File: src/cbs_pkg.sv
package cbs_pkg;

  // Default configuration
  localparam int SEGMENTS_PER_SPAN_DEF = 20;
  localparam int COORD_BITS_DEF        = 11;

  // Spans buffered between the point front end and the segment back end
  localparam int QUEUE_DEPTH = 2;

  // Register stages through the sample unit
  localparam int SAMPLE_LAT = 6;

  // Queue status seen by both sides
  typedef struct packed {
    logic full;
    logic nonempty;
  } qstat_t;

  // Integer uniform cubic B-spline basis weight j at sample k of n.
  // The four weights sum to 6*n^3.
  function automatic int bspline_weight(input int j, input int k, input int n);
    int r;
    int res;
    r = n - k;
    case (j)
      0:       res = r * r * r;
      1:       res = 3 * k * k * k - 6 * n * k * k + 4 * n * n * n;
      2:       res = -3 * k * k * k + 3 * n * k * k + 3 * n * n * k + n * n * n;
      default: res = k * k * k;
    endcase
    return res;
  endfunction

endpackage

File: src/cubic_bspline_segment_eval.sv
// Uniform cubic B-spline span evaluator. Control points stream in on the in_
// channel; every point from the fourth on (since reset or the last restart)
// closes a span, and the block returns SEGMENTS_PER_SPAN line segments for it
// on the out_ channel, each joining two curve samples truncated toward zero,
// with out_last_segment marking the final one. The first three points of a
// curve are taken one per cycle while the span queue has room. After that,
// each point needs the span's SEGMENTS_PER_SPAN+1 samples from the x and y
// sample pipelines, which produce one curve sample per cycle while no finished
// segment is held by the sink; a two-span queue lets the input run ahead of
// that. No clearing pass is needed after reset.
module cubic_bspline_segment_eval #(
  parameter int SEGMENTS_PER_SPAN = cbs_pkg::SEGMENTS_PER_SPAN_DEF,
  parameter int COORD_BITS        = cbs_pkg::COORD_BITS_DEF
) (
  input  logic                         clk,
  input  logic                         rst_n,
  input  logic                         in_valid,
  output logic                         in_stall,
  input  logic signed [COORD_BITS-1:0] in_px,
  input  logic signed [COORD_BITS-1:0] in_py,
  input  logic                         in_restart,
  output logic                         out_valid,
  input  logic                         out_stall,
  output logic signed [COORD_BITS-1:0] out_seg_x0,
  output logic signed [COORD_BITS-1:0] out_seg_y0,
  output logic signed [COORD_BITS-1:0] out_seg_x1,
  output logic signed [COORD_BITS-1:0] out_seg_y1,
  output logic                         out_last_segment
);

  localparam int SPW = 8 * COORD_BITS;

  cbs_pkg::qstat_t q_stat;
  logic            q_push;
  logic            q_pop;
  logic [SPW-1:0]  q_wdata;
  logic [SPW-1:0]  q_rdata;

  // Point window and span classification
  cbs_front #(
    .COORD_BITS (COORD_BITS)
  ) u_front (
    .clk        (clk),
    .rst_n      (rst_n),
    .in_valid   (in_valid),
    .in_stall   (in_stall),
    .in_px      (in_px),
    .in_py      (in_py),
    .in_restart (in_restart),
    .q_stat     (q_stat),
    .q_push     (q_push),
    .q_wdata    (q_wdata)
  );

  // Span queue
  cbs_queue #(
    .WIDTH (SPW),
    .DEPTH (cbs_pkg::QUEUE_DEPTH)
  ) u_queue (
    .clk   (clk),
    .rst_n (rst_n),
    .push  (q_push),
    .wdata (q_wdata),
    .pop   (q_pop),
    .rdata (q_rdata),
    .stat  (q_stat)
  );

  // Segment generation
  cbs_back #(
    .SEGMENTS_PER_SPAN (SEGMENTS_PER_SPAN),
    .COORD_BITS        (COORD_BITS)
  ) u_back (
    .clk              (clk),
    .rst_n            (rst_n),
    .q_stat           (q_stat),
    .q_rdata          (q_rdata),
    .q_pop            (q_pop),
    .out_valid        (out_valid),
    .out_stall        (out_stall),
    .out_seg_x0       (out_seg_x0),
    .out_seg_y0       (out_seg_y0),
    .out_seg_x1       (out_seg_x1),
    .out_seg_y1       (out_seg_y1),
    .out_last_segment (out_last_segment)
  );

endmodule

File: src/cbs_front.sv
module cbs_front #(
  parameter int COORD_BITS = cbs_pkg::COORD_BITS_DEF
) (
  input  logic                        clk,
  input  logic                        rst_n,
  input  logic                        in_valid,
  output logic                        in_stall,
  input  logic signed [COORD_BITS-1:0] in_px,
  input  logic signed [COORD_BITS-1:0] in_py,
  input  logic                        in_restart,
  input  cbs_pkg::qstat_t             q_stat,
  output logic                        q_push,
  output logic [8*COORD_BITS-1:0]     q_wdata
);

  logic [COORD_BITS-1:0] held_x_r [3];
  logic [COORD_BITS-1:0] held_y_r [3];
  logic [COORD_BITS-1:0] held_x_nxt [3];
  logic [COORD_BITS-1:0] held_y_nxt [3];
  logic [1:0]            cnt_r, cnt_nxt;
  logic [1:0]            eff_cnt;
  logic                  closes;
  logic                  accept;

  // A restart drops the window before this point is taken
  assign eff_cnt  = in_restart ? 2'd0 : cnt_r;
  assign closes   = (eff_cnt == 2'd3);
  assign in_stall = q_stat.full;
  assign accept   = in_valid && !in_stall;
  assign q_push   = accept && closes;

  // Span = three held points (oldest first) and the new point
  assign q_wdata = {in_py, in_px, held_y_r[2], held_x_r[2],
                    held_y_r[1], held_x_r[1], held_y_r[0], held_x_r[0]};

  // Window update
  always_comb begin
    held_x_nxt = held_x_r;
    held_y_nxt = held_y_r;
    cnt_nxt    = cnt_r;
    if (accept) begin
      if (closes) begin
        held_x_nxt[0] = held_x_r[1];
        held_y_nxt[0] = held_y_r[1];
        held_x_nxt[1] = held_x_r[2];
        held_y_nxt[1] = held_y_r[2];
        held_x_nxt[2] = in_px;
        held_y_nxt[2] = in_py;
      end else begin
        for (int i = 0; i < 3; i++) begin
          if (in_restart) begin
            held_x_nxt[i] = '0;
            held_y_nxt[i] = '0;
          end
          if (eff_cnt == 2'(i)) begin
            held_x_nxt[i] = in_px;
            held_y_nxt[i] = in_py;
          end
        end
        cnt_nxt = eff_cnt + 2'd1;
      end
    end
  end

  always_ff @(posedge clk) begin
    if (!rst_n) begin
      cnt_r <= 2'd0;
      for (int i = 0; i < 3; i++) begin
        held_x_r[i] <= '0;
        held_y_r[i] <= '0;
      end
    end else begin
      cnt_r    <= cnt_nxt;
      held_x_r <= held_x_nxt;
      held_y_r <= held_y_nxt;
    end
  end

endmodule

File: src/cbs_queue.sv
module cbs_queue #(
  parameter int WIDTH = 8 * cbs_pkg::COORD_BITS_DEF,
  parameter int DEPTH = cbs_pkg::QUEUE_DEPTH
) (
  input  logic             clk,
  input  logic             rst_n,
  input  logic             push,
  input  logic [WIDTH-1:0] wdata,
  input  logic             pop,
  output logic [WIDTH-1:0] rdata,
  output cbs_pkg::qstat_t  stat
);

  localparam int PTRW = (DEPTH > 1) ? $clog2(DEPTH) : 1;
  localparam int CNTW = $clog2(DEPTH + 1);

  logic [WIDTH-1:0] mem_r [DEPTH];
  logic [PTRW-1:0]  wr_ptr_r, wr_ptr_nxt;
  logic [PTRW-1:0]  rd_ptr_r, rd_ptr_nxt;
  logic [CNTW-1:0]  cnt_r, cnt_nxt;

  assign rdata         = mem_r[rd_ptr_r];
  assign stat.full     = (cnt_r == CNTW'(DEPTH));
  assign stat.nonempty = (cnt_r != '0);

  // Pointer and fill bookkeeping
  always_comb begin
    wr_ptr_nxt = wr_ptr_r;
    rd_ptr_nxt = rd_ptr_r;
    cnt_nxt    = cnt_r;
    if (push) begin
      wr_ptr_nxt = (wr_ptr_r == PTRW'(DEPTH - 1)) ? '0 : wr_ptr_r + PTRW'(1);
    end
    if (pop) begin
      rd_ptr_nxt = (rd_ptr_r == PTRW'(DEPTH - 1)) ? '0 : rd_ptr_r + PTRW'(1);
    end
    if (push && !pop) begin
      cnt_nxt = cnt_r + CNTW'(1);
    end else if (pop && !push) begin
      cnt_nxt = cnt_r - CNTW'(1);
    end
  end

  always_ff @(posedge clk) begin
    if (!rst_n) begin
      wr_ptr_r <= '0;
      rd_ptr_r <= '0;
      cnt_r    <= '0;
    end else begin
      wr_ptr_r <= wr_ptr_nxt;
      rd_ptr_r <= rd_ptr_nxt;
      cnt_r    <= cnt_nxt;
    end
  end

  // Entry storage
  always_ff @(posedge clk) begin
    if (push) begin
      mem_r[wr_ptr_r] <= wdata;
    end
  end

endmodule

File: src/cbs_sample.sv
module cbs_sample #(
  parameter int SEGMENTS_PER_SPAN = cbs_pkg::SEGMENTS_PER_SPAN_DEF,
  parameter int COORD_BITS        = cbs_pkg::COORD_BITS_DEF,
  localparam int WW = $clog2(4 * SEGMENTS_PER_SPAN * SEGMENTS_PER_SPAN * SEGMENTS_PER_SPAN + 1)
) (
  input  logic                         clk,
  input  logic                         en,
  input  logic [3:0][WW-1:0]           w,
  input  logic [3:0][COORD_BITS-1:0]   p,
  output logic signed [COORD_BITS-1:0] res
);

  localparam int     CB  = COORD_BITS;
  localparam longint DIV = longint'(6) * SEGMENTS_PER_SPAN * SEGMENTS_PER_SPAN
                           * SEGMENTS_PER_SPAN;
  localparam int     DW  = $clog2(DIV + 1);      // bits of the divisor
  localparam int     R   = DW - 1;               // 2^R <= DIV
  localparam int     AW  = $clog2(DIV) + CB + 1; // weighted sum
  localparam int     PW  = WW + CB + 1;          // one product
  localparam int     MW  = AW - 1;               // magnitude
  localparam int     TW  = MW - R;               // magnitude top bits
  localparam int     S   = CB + 1;
  localparam int     QW  = CB + 1;               // quotient
  localparam int     MBW = CB + 2;
  localparam longint M   = (longint'(1) << (R + S)) / DIV;
  localparam int     LW  = R + 3;                // remainder bits, r < 3*DIV

  logic signed [PW-1:0] prod [4];
  logic signed [PW-1:0] prod_r [4];
  logic signed [AW-1:0] acc;
  logic signed [AW-1:0] acc_r;
  logic                 neg3_r, neg4_r, neg5_r;
  logic [MW-1:0]        mag_r;
  logic [TW+MBW-1:0]    tmul;
  logic [QW-1:0]        e4_r, e5_r;
  logic [LW-1:0]        maglo4_r, maglo5_r;
  logic [QW+DW-1:0]     pe;
  logic [LW-1:0]        pelo_r;
  logic [LW-1:0]        rem;
  logic [QW-1:0]        q;
  logic signed [CB-1:0] res_r;

  // Stage 1: weight times coordinate
  always_comb begin
    for (int j = 0; j < 4; j++) begin
      prod[j] = $signed({1'b0, w[j]}) * $signed(p[j]);
    end
  end

  // Stage 2: weighted sum
  assign acc = AW'(prod_r[0]) + AW'(prod_r[1]) + AW'(prod_r[2]) + AW'(prod_r[3]);

  // Stage 4: quotient estimate from the top magnitude bits, low by at most two
  assign tmul = TW'(mag_r[MW-1:R]) * MBW'(M);

  // Stage 5: back-multiply the estimate, only the low bits matter
  assign pe = e4_r * DW'(DIV);

  // Stage 6: correct the estimate, restore the sign (truncation toward zero)
  assign rem = maglo5_r - pelo_r;
  assign q   = e5_r + QW'(rem >= LW'(DIV)) + QW'(rem >= LW'(2 * DIV));

  always_ff @(posedge clk) begin
    if (en) begin
      prod_r   <= prod;
      acc_r    <= acc;
      neg3_r   <= acc_r[AW-1];
      mag_r    <= MW'(acc_r[AW-1] ? -acc_r : acc_r);
      e4_r     <= QW'(tmul >> S);
      maglo4_r <= mag_r[LW-1:0];
      neg4_r   <= neg3_r;
      pelo_r   <= pe[LW-1:0];
      e5_r     <= e4_r;
      maglo5_r <= maglo4_r;
      neg5_r   <= neg4_r;
      res_r    <= CB'(neg5_r ? -q : q);
    end
  end

  assign res = res_r;

endmodule

File: src/cbs_back.sv
module cbs_back #(
  parameter int SEGMENTS_PER_SPAN = cbs_pkg::SEGMENTS_PER_SPAN_DEF,
  parameter int COORD_BITS        = cbs_pkg::COORD_BITS_DEF
) (
  input  logic                         clk,
  input  logic                         rst_n,
  input  cbs_pkg::qstat_t              q_stat,
  input  logic [8*COORD_BITS-1:0]      q_rdata,
  output logic                         q_pop,
  output logic                         out_valid,
  input  logic                         out_stall,
  output logic signed [COORD_BITS-1:0] out_seg_x0,
  output logic signed [COORD_BITS-1:0] out_seg_y0,
  output logic signed [COORD_BITS-1:0] out_seg_x1,
  output logic signed [COORD_BITS-1:0] out_seg_y1,
  output logic                         out_last_segment
);

  localparam int N   = SEGMENTS_PER_SPAN;
  localparam int CB  = COORD_BITS;
  localparam int KW  = $clog2(N + 1);
  localparam int WW  = $clog2(4 * N * N * N + 1);
  localparam int LAT = cbs_pkg::SAMPLE_LAT;

  logic [WW-1:0]        wtab [N+1][4];
  logic [3:0][WW-1:0]   w;
  logic [3:0][CB-1:0]   px, py;
  logic [8*CB-1:0]      span_r, span_nxt;
  logic                 busy_r, busy_nxt;
  logic [KW-1:0]        k_r, k_nxt;
  logic                 k_end;
  logic                 adv;
  logic [LAT-1:0]       tag_v_r, tag_first_r, tag_last_r;
  logic signed [CB-1:0] sx, sy;
  logic signed [CB-1:0] prev_x_r, prev_y_r;
  logic                 emit;
  logic                 out_valid_r, out_valid_nxt;
  logic signed [CB-1:0] x0_r, y0_r, x1_r, y1_r;
  logic                 last_r;

  // Basis weight table, one row per sample index 0..N
  for (genvar kk = 0; kk <= N; kk++) begin : g_wrow
    for (genvar j = 0; j < 4; j++) begin : g_wcol
      assign wtab[kk][j] = WW'(cbs_pkg::bspline_weight(j, kk, N));
    end
  end

  always_comb begin
    for (int j = 0; j < 4; j++) begin
      w[j]  = wtab[k_r][j];
      px[j] = span_r[2*j*CB +: CB];
      py[j] = span_r[(2*j+1)*CB +: CB];
    end
  end

  // Sample issue and pipeline advance unless a finished segment is held by the sink
  assign adv   = !(out_valid_r && out_stall);
  assign k_end = (k_r == KW'(N));

  // Sample issue: N+1 samples per span, next span loaded on the last one if queued, else idle
  always_comb begin
    span_nxt = span_r;
    busy_nxt = busy_r;
    k_nxt    = k_r;
    q_pop    = 1'b0;
    if (!busy_r) begin
      if (q_stat.nonempty) begin
        q_pop    = 1'b1;
        span_nxt = q_rdata;
        busy_nxt = 1'b1;
        k_nxt    = '0;
      end
    end else if (adv) begin
      k_nxt = k_r + KW'(1);
      if (k_end) begin
        k_nxt = '0;
        if (q_stat.nonempty) begin
          q_pop    = 1'b1;
          span_nxt = q_rdata;
        end else begin
          busy_nxt = 1'b0;
        end
      end
    end
  end

  always_ff @(posedge clk) begin
    if (!rst_n) begin
      busy_r <= 1'b0;
      k_r    <= '0;
    end else begin
      busy_r <= busy_nxt;
      k_r    <= k_nxt;
    end
  end

  always_ff @(posedge clk) begin
    span_r <= span_nxt;
  end

  // Sample units for x and y
  cbs_sample #(
    .SEGMENTS_PER_SPAN (N),
    .COORD_BITS        (CB)
  ) u_sample_x (
    .clk (clk),
    .en  (adv),
    .w   (w),
    .p   (px),
    .res (sx)
  );

  cbs_sample #(
    .SEGMENTS_PER_SPAN (N),
    .COORD_BITS        (CB)
  ) u_sample_y (
    .clk (clk),
    .en  (adv),
    .w   (w),
    .p   (py),
    .res (sy)
  );

  // Tags riding alongside the sample pipeline
  always_ff @(posedge clk) begin
    if (!rst_n) begin
      tag_v_r <= '0;
    end else if (adv) begin
      tag_v_r <= {tag_v_r[LAT-2:0], busy_r};
    end
  end

  always_ff @(posedge clk) begin
    if (adv) begin
      tag_first_r <= {tag_first_r[LAT-2:0], (k_r == '0)};
      tag_last_r  <= {tag_last_r[LAT-2:0], k_end};
    end
  end

  // A sample closes a segment unless it is the first of its span
  assign emit          = tag_v_r[LAT-1] && !tag_first_r[LAT-1];
  assign out_valid_nxt = adv ? emit : out_valid_r;

  always_ff @(posedge clk) begin
    if (!rst_n) begin
      out_valid_r <= 1'b0;
    end else begin
      out_valid_r <= out_valid_nxt;
    end
  end

  // Segment output register and previous sample
  always_ff @(posedge clk) begin
    if (adv && tag_v_r[LAT-1]) begin
      prev_x_r <= sx;
      prev_y_r <= sy;
      if (!tag_first_r[LAT-1]) begin
        x0_r   <= prev_x_r;
        y0_r   <= prev_y_r;
        x1_r   <= sx;
        y1_r   <= sy;
        last_r <= tag_last_r[LAT-1];
      end
    end
  end

  assign out_valid        = out_valid_r;
  assign out_seg_x0       = x0_r;
  assign out_seg_y0       = y0_r;
  assign out_seg_x1       = x1_r;
  assign out_seg_y1       = y1_r;
  assign out_last_segment = last_r;

endmodule

File: config.mk
export PLATFORM = sky130hd
export DESIGN_NAME = cubic_bspline_segment_eval
export DESIGN_NICKNAME = d
export VERILOG_FILES = /design/src/cbs_pkg.sv /design/src/cubic_bspline_segment_eval.sv /design/src/cbs_front.sv /design/src/cbs_queue.sv /design/src/cbs_sample.sv /design/src/cbs_back.sv
export SDC_FILE = /design/constraint.sdc
export NUM_CORES = 2
export LEC_CHECK = 0
export BUFFER_PORTS_ARGS = -buffer_cell sky130_fd_sc_hd__clkbuf_2
export CELL_PAD_IN_SITES_DETAIL_PLACEMENT = 0
export CELL_PAD_IN_SITES_GLOBAL_PLACEMENT = 2
export CORE_ASPECT_RATIO = 1.2
export CORE_UTILIZATION = 45
export CTS_BUF_LIST = sky130_fd_sc_hd__clkbuf_4
export DETAILED_ROUTE_END_ITERATION = 16
export PLACE_DENSITY_LB_ADDON = 0.1
export REMOVE_ABC_BUFFERS = 1
export SLEW_MARGIN = 15
export SYNTH_ARGS = -nofsm -noshare
export SYNTH_HDL_FRONTEND = slang
export SYNTH_HIERARCHICAL = 1
export SYNTH_SLANG_ARGS = --single-unit
File: constraint.sdc
create_clock -name clk -period 10.7 [get_ports clk]
set_input_delay 0.535 -clock clk [delete_from_list [all_inputs] [get_ports clk]]
set_output_delay 0.535 -clock clk [all_outputs]
set_load 0.05 [all_outputs]
# Word-level counts from Yosys, hierarchy flattened
# Memory sizes are Yosys's and may differ from the RTL's. A register that Yosys moved wholly into a read port is not among the register bits.
# Index checks and enable logic that the tools add are counted.
# word_totals
regBits,746
ramBits,176
romBits,1920
inputBits,27
elab_cells,171
n_memories,2
# memory_table
memory,depth,word_bits,read_ports,rd_ports_with_merged_regs,write_ports,line_no,text
(no name shown),32,60,1,0,0,cbs_back.sv:50,w[j] = wtab[k_r][j];
u_queue.mem_r,2,88,1,1,1,cbs_queue.sv:17,logic [WIDTH-1:0] mem_r [DEPTH];
# classes
add_sub_neg,22
multipliers,12
order_cmp,5
n_eq_ne,7
muxes,39
bitwise,3
reduce_logical,27
# ops
cell,n
two-way mux 88 bit,4
multiplier 16 x 11 -> 27 bit,8
two-way mux 60 bit,2
adder 28 x 27 -> 28 bit,4
two-way mux 11 bit,9
two-way mux 33 bit,2
adder 27 x 27 -> 28 bit,2
two-way mux 27 bit,2
negation 27 bit,2
adder 11 x 1 -> 11 bit,4
multiplier 12 x 10 -> 22 bit (second input constant),2
>= comparator 18 x 16 -> 1 bit (second input constant),2
>= comparator 18 x 17 -> 1 bit (second input constant),2
subtractor 18 bit,2
multiplier 12 x 9 -> 11 bit (second input constant),2
negation 11 bit,2
two-way mux 5 bit,4
AND reduction 2 bit,7
two-way mux 1 bit,13
nonzero test 3 bit,3
logical AND 1 bit,7
equality test 2 bit (second input constant),3
>= comparator 6 bit (second input constant),1
two-way mux 2 bit,3
13 further kinds,23

# Logic depth before layout (Yosys ltp)
# depth
ltp_word,8
ltp_mapped,28
mapped_depth_nobuf,26

# Modules after synthesis
# The synthesis kept the hierarchy.
# by_module_without_submodules
module,n_inst,cells_per_inst,area_each_um2,seq_area_each_um2
cbs_sample (u_back.u_sample_y),1,3574,35689.2,6726.5
cbs_sample (u_back.u_sample_x),1,3560,35674.2,6726.5
cbs_back,1,430,6832.8,5275.1
cbs_queue,1,296,6645.1,5385.2
cbs_front,1,369,3328.2,1361.3

# Worst setup path after synthesis
# No wires, ideal clock.
# synth_path
path_type,reg2reg
startpoint,reg u_back.out_valid_r (netlist: u_back/out_valid)
endpoint,"reg u_back.prev_x_r[0], enable pin"
setup_ns,0.381
arrival_time_ns,7.306
slack_ns,3.013
stages_incl_launch_ff,6
period_less_slack_ns,7.687
path_cell_list,dfxtp_1 > and2_1 > buf_2 > inv_1 > buf_2 > and2_1
# synth_via
elab_chain_cells,3
# synth_lines
element,line_no,text
"start, declared",cbs_back.sv:37,"logic out_valid_r, out_valid_nxt;"
"start signal, assigned",cbs_back.sv:148,out_valid_r <= out_valid_nxt;
logical AND 1 bit,cbs_back.sv:57,assign adv = !(out_valid_r && out_stall);
zero test 1 bit,cbs_back.sv:57,
via u_back.adv,cbs_back.sv:32,logic adv;
logical AND 1 bit,cbs_back.sv:154,if (adv && tag_v_r[LAT-1]) begin
"end signal, assigned",cbs_back.sv:155,prev_x_r <= sx;
"end, declared",cbs_back.sv:35,"logic signed [CB-1:0] prev_x_r, prev_y_r;"
# The timed path passes the listed nets, and every way through them passes these cells.
# A chain may end at the register's enable or synchronous reset.

==> results.toml <==
[global_route]
grt_pass1_vias = 61872
grt_usage_pct = 23.0
antenna_found_initial = 17
grt_overflow = 0
grt_pass1_wl_microns = 348000
grt_max_degree = 167

[critical_path]
cp_max_fo = 16
cp.required_ps = 11680
end_kind = "register"
cp-startpoint = "u_back/k_r[1]"
rr_worst_depth = 23
rrSetupSlack_ps = 1960
worstSetupStartpointType = "register"
crit_type = "register to register"
rr_endpoint = "u_back/u_sample_x/prod_r[106]"
r2r-start = "u_back/k_r[1]"
crit_arrival_ps = 9710

[synthesis]
synthCells = 8229
synthDistinctLibCells = 92
synth_edf_count = 791
ys_seq_elements = 877
synthFlopType = "edfxtp_1"
synth-seq-area-share_pct = 28.9
async_flop_share_pct = 0
yosys.area.top_type = "edfxtp_1"
syn_avg_cell_area_sq_um = 10.7
synth_warnings = 6
synth_top_area_share_pct = 26.9
synth.area.top_cells = "edfxtp_1 (27%), fa_1 (27%), ha_1 (13%)"
syn_area_sq_um = 88200

[detailed_routing]
wl_per_cell_microns = 19.8
finalWirelength_microns = 221000
ant_nets = 0
first_pass_iters = 6
drc = 0
drt_iter0_drc = 3106
via_count = 57544
viasPerCell = 5.16

[timing]
fin_skew_ps = 107
rsz0062_at_grt = "no"
period_share_pct = 81.6
finalHoldWorstSlack_ps = 177
slew_viol_final = 0
setup_viol = 0
slew_headroom_pct = 22.5
tightestPinTransition_ps = 1160
fin_crit_ps = 8740
hold_violations = 0
max_freq_ghz = 0.114

[cts]
cts_tree = "yes"
cts.htree.levels = 4
root_buffer = "clkbuf_4"
cts_setup_buffers = 0
cts_buffers = 231
clk_pin_slew_ps = 70
clkLatencyLatePin_ps = 1310
clkSinkCount = 877
clock_path_buffers = 3

[die]
num_rows = 177
start_util_pct = 45.4
dieHeight_microns = 487
die_x_microns = 406
die_area_sq_um = 198000
num_io_pins = 74
coreArea_sq_um = 194000

[status]
status = "finished, final reports clean"

[place]
port_buffers = 73
finalWeightedCongestion = 0.854
hpwl_microns = 170000

[worst_hold_path]
hp-class = "input pin to register"
whs_endpoint = "u_queue/mem_r[0][76]"
hold_depth = 2
worstHoldStart = "in_px[10]"

[cells_and_area]
layout_common_cells = "inv_1 (1467), fa_1 (1174), ha_1 (914)"
nets = 10464
n_fill_cell = 18254
layout_commonest_cell = "inv_1"
area_growth_pct = 7.50
drive_above_1_share_pct = 8.42
finish.utilization_pct = 48.8

[flow_run]
maxCapViolations = 0
## final cells by class
type,instances,area [sq um],share of cell area [%]
Clock buffer,330,2480,2.61
Tap cell,2595,3250,3.43
Inverter,1473,5540,5.84
Clock inverter,93,554,0.585
Multi-Input combinational cell,5576,56000,59.1
Antenna cell,11,27.5,0.0290
Sequential cell,877,25500,26.9
Timing Repair Buffer,190,1410,1.49
## through the flow
stage / worst slack (ps) / instance area [sq um] / instances / TNS, ps
2_1_floorplan: -779 / 86800 / 7926 / -17940
3_3_place_gp: 2130 / 91200 / 10660 / 0
3_5_place_dp: 1970 / 91200 / 10660 / 0
4_1_cts: 1930 / 94700 / 11133 / 0
5_1_grt: 1390 / 94800 / 11137 / 0
6_report: 1960 / 94800 / 11145 / 0
## synthesized netlist by cell type (13+ instances only)
| master | n |
|---|---|
| mux2_4 | 20 |
| nand4_1 | 19 |
| nand2_1 | 845 |
| nand2b_1 | 111 |
| buf_2 | 27 |
| dfxtp_1 | 86 |
| clkbuf_1 | 247 |
| a21boi_0 | 21 |
| edfxtp_1 | 791 |
| xor2_1 | 101 |
| a22oi_1 | 45 |
| buf_4 | 35 |
| nor2_1 | 238 |
| a21o_1 | 82 |
| o22ai_1 | 13 |
| a211oi_1 | 35 |
| o21a_1 | 46 |
| or3_1 | 24 |
| o211ai_1 | 18 |
| xnor2_1 | 274 |
| o21bai_1 | 24 |
| nor2b_1 | 41 |
| o31ai_1 | 16 |
| nor3_1 | 58 |
| mux2_2 | 73 |
| and3_1 | 25 |
| a211oi_2 | 18 |
| a31oi_1 | 27 |
| a21oi_1 | 293 |
| o221ai_1 | 24 |
| and2_1 | 561 |
| ha_1 | 914 |
| or2_2 | 33 |
| nand3_1 | 66 |
| fa_1 | 1174 |
| o21ai_0 | 164 |
| inv_1 | 1468 |
## flip-flops by register name (all words and copies together) (netlist names), 20 cells and up, named ones only
signal                    flops
u_back/u_sample_y/prod_r    108
u_back/span_r                88
u_back/u_sample_y/acc_r      28
u_back/u_sample_x/acc_r      28
u_back/u_sample_x/prod_r    108
u_back/u_sample_x/mag_r      20
u_queue/mem_r               176
u_back/u_sample_y/mag_r      20
u_front/q_wdata              66
## worst max-delay path by stage
stage / to / slack [ps] / cells after the start
floorplan: u_back/prev_x_r[0] / -780 / 3
global placement: u_back/u_sample_y/prod_r[107] / 2130 / 24
detailed placement: u_back/u_sample_x/prod_r[52] / 1970 / 22
CTS: u_back/u_sample_x/prod_r[52] / 1930 / 22
global route: u_back/u_sample_x/prod_r[52] / 1390 / 24
finish: u_back/u_sample_x/prod_r[106] / 1960 / 23
## kinds of logic (layout without fill, tap and decap cells)
logic type / after synthesis / after routing / share of synthesized area [%]
AND/OR/NAND/NOR: 2067 / 2067 / 11.5
XOR/XNOR: 376 / 376 / 3.74
multiplexers: 102 / 102 / 1.39
other: 1 / 27 / 0.00425
adder cells (fa/ha/maj): 2088 / 2088 / 39.6
flip-flops: 877 / 877 / 28.9
buffers and inverters: 1791 / 2086 / 7.89
AO/OA/AOI/OAI: 927 / 927 / 6.91
## timing repair
item | in CTS | in global routing
hold buffers | 50 | 0
hold endpoints to repair | 130 | 0
resized for setup | 0 | 0
endpoints found under the setup margin | 0 | 0
## metal layers
layer,up-vias,wire length (microns),GRT usage [%]
met3,315,10900,3.70
li1,26896,-,-
met4,2,7090,7.83
met1,29075,95400,30.0
met5,-,172,0.618
met2,1256,107000,38.7
## worst max-delay path: stages, from the launching register on
cell and delay [ps]:
dfxtp_1 770, inv_1 360, ha_1 760, nor2_1 170, a211o_1 320, a21oi_2 870
nand2_1 180, fa_1 540, inv_1 50, fa_1 460, fa_1 530, fa_1 550
inv_1 50, fa_1 530, inv_1 40, ha_1 350, and3_1 200, and3_1 190
a2111oi_0 700, o21ai_0 280, nand2_1 160, o2111ai_1 130, a21oi_1 190, xnor2_1 80
Power is not shown: default switching activity piles up to over one toggle a cycle in this logic, so the estimate is an artifact.
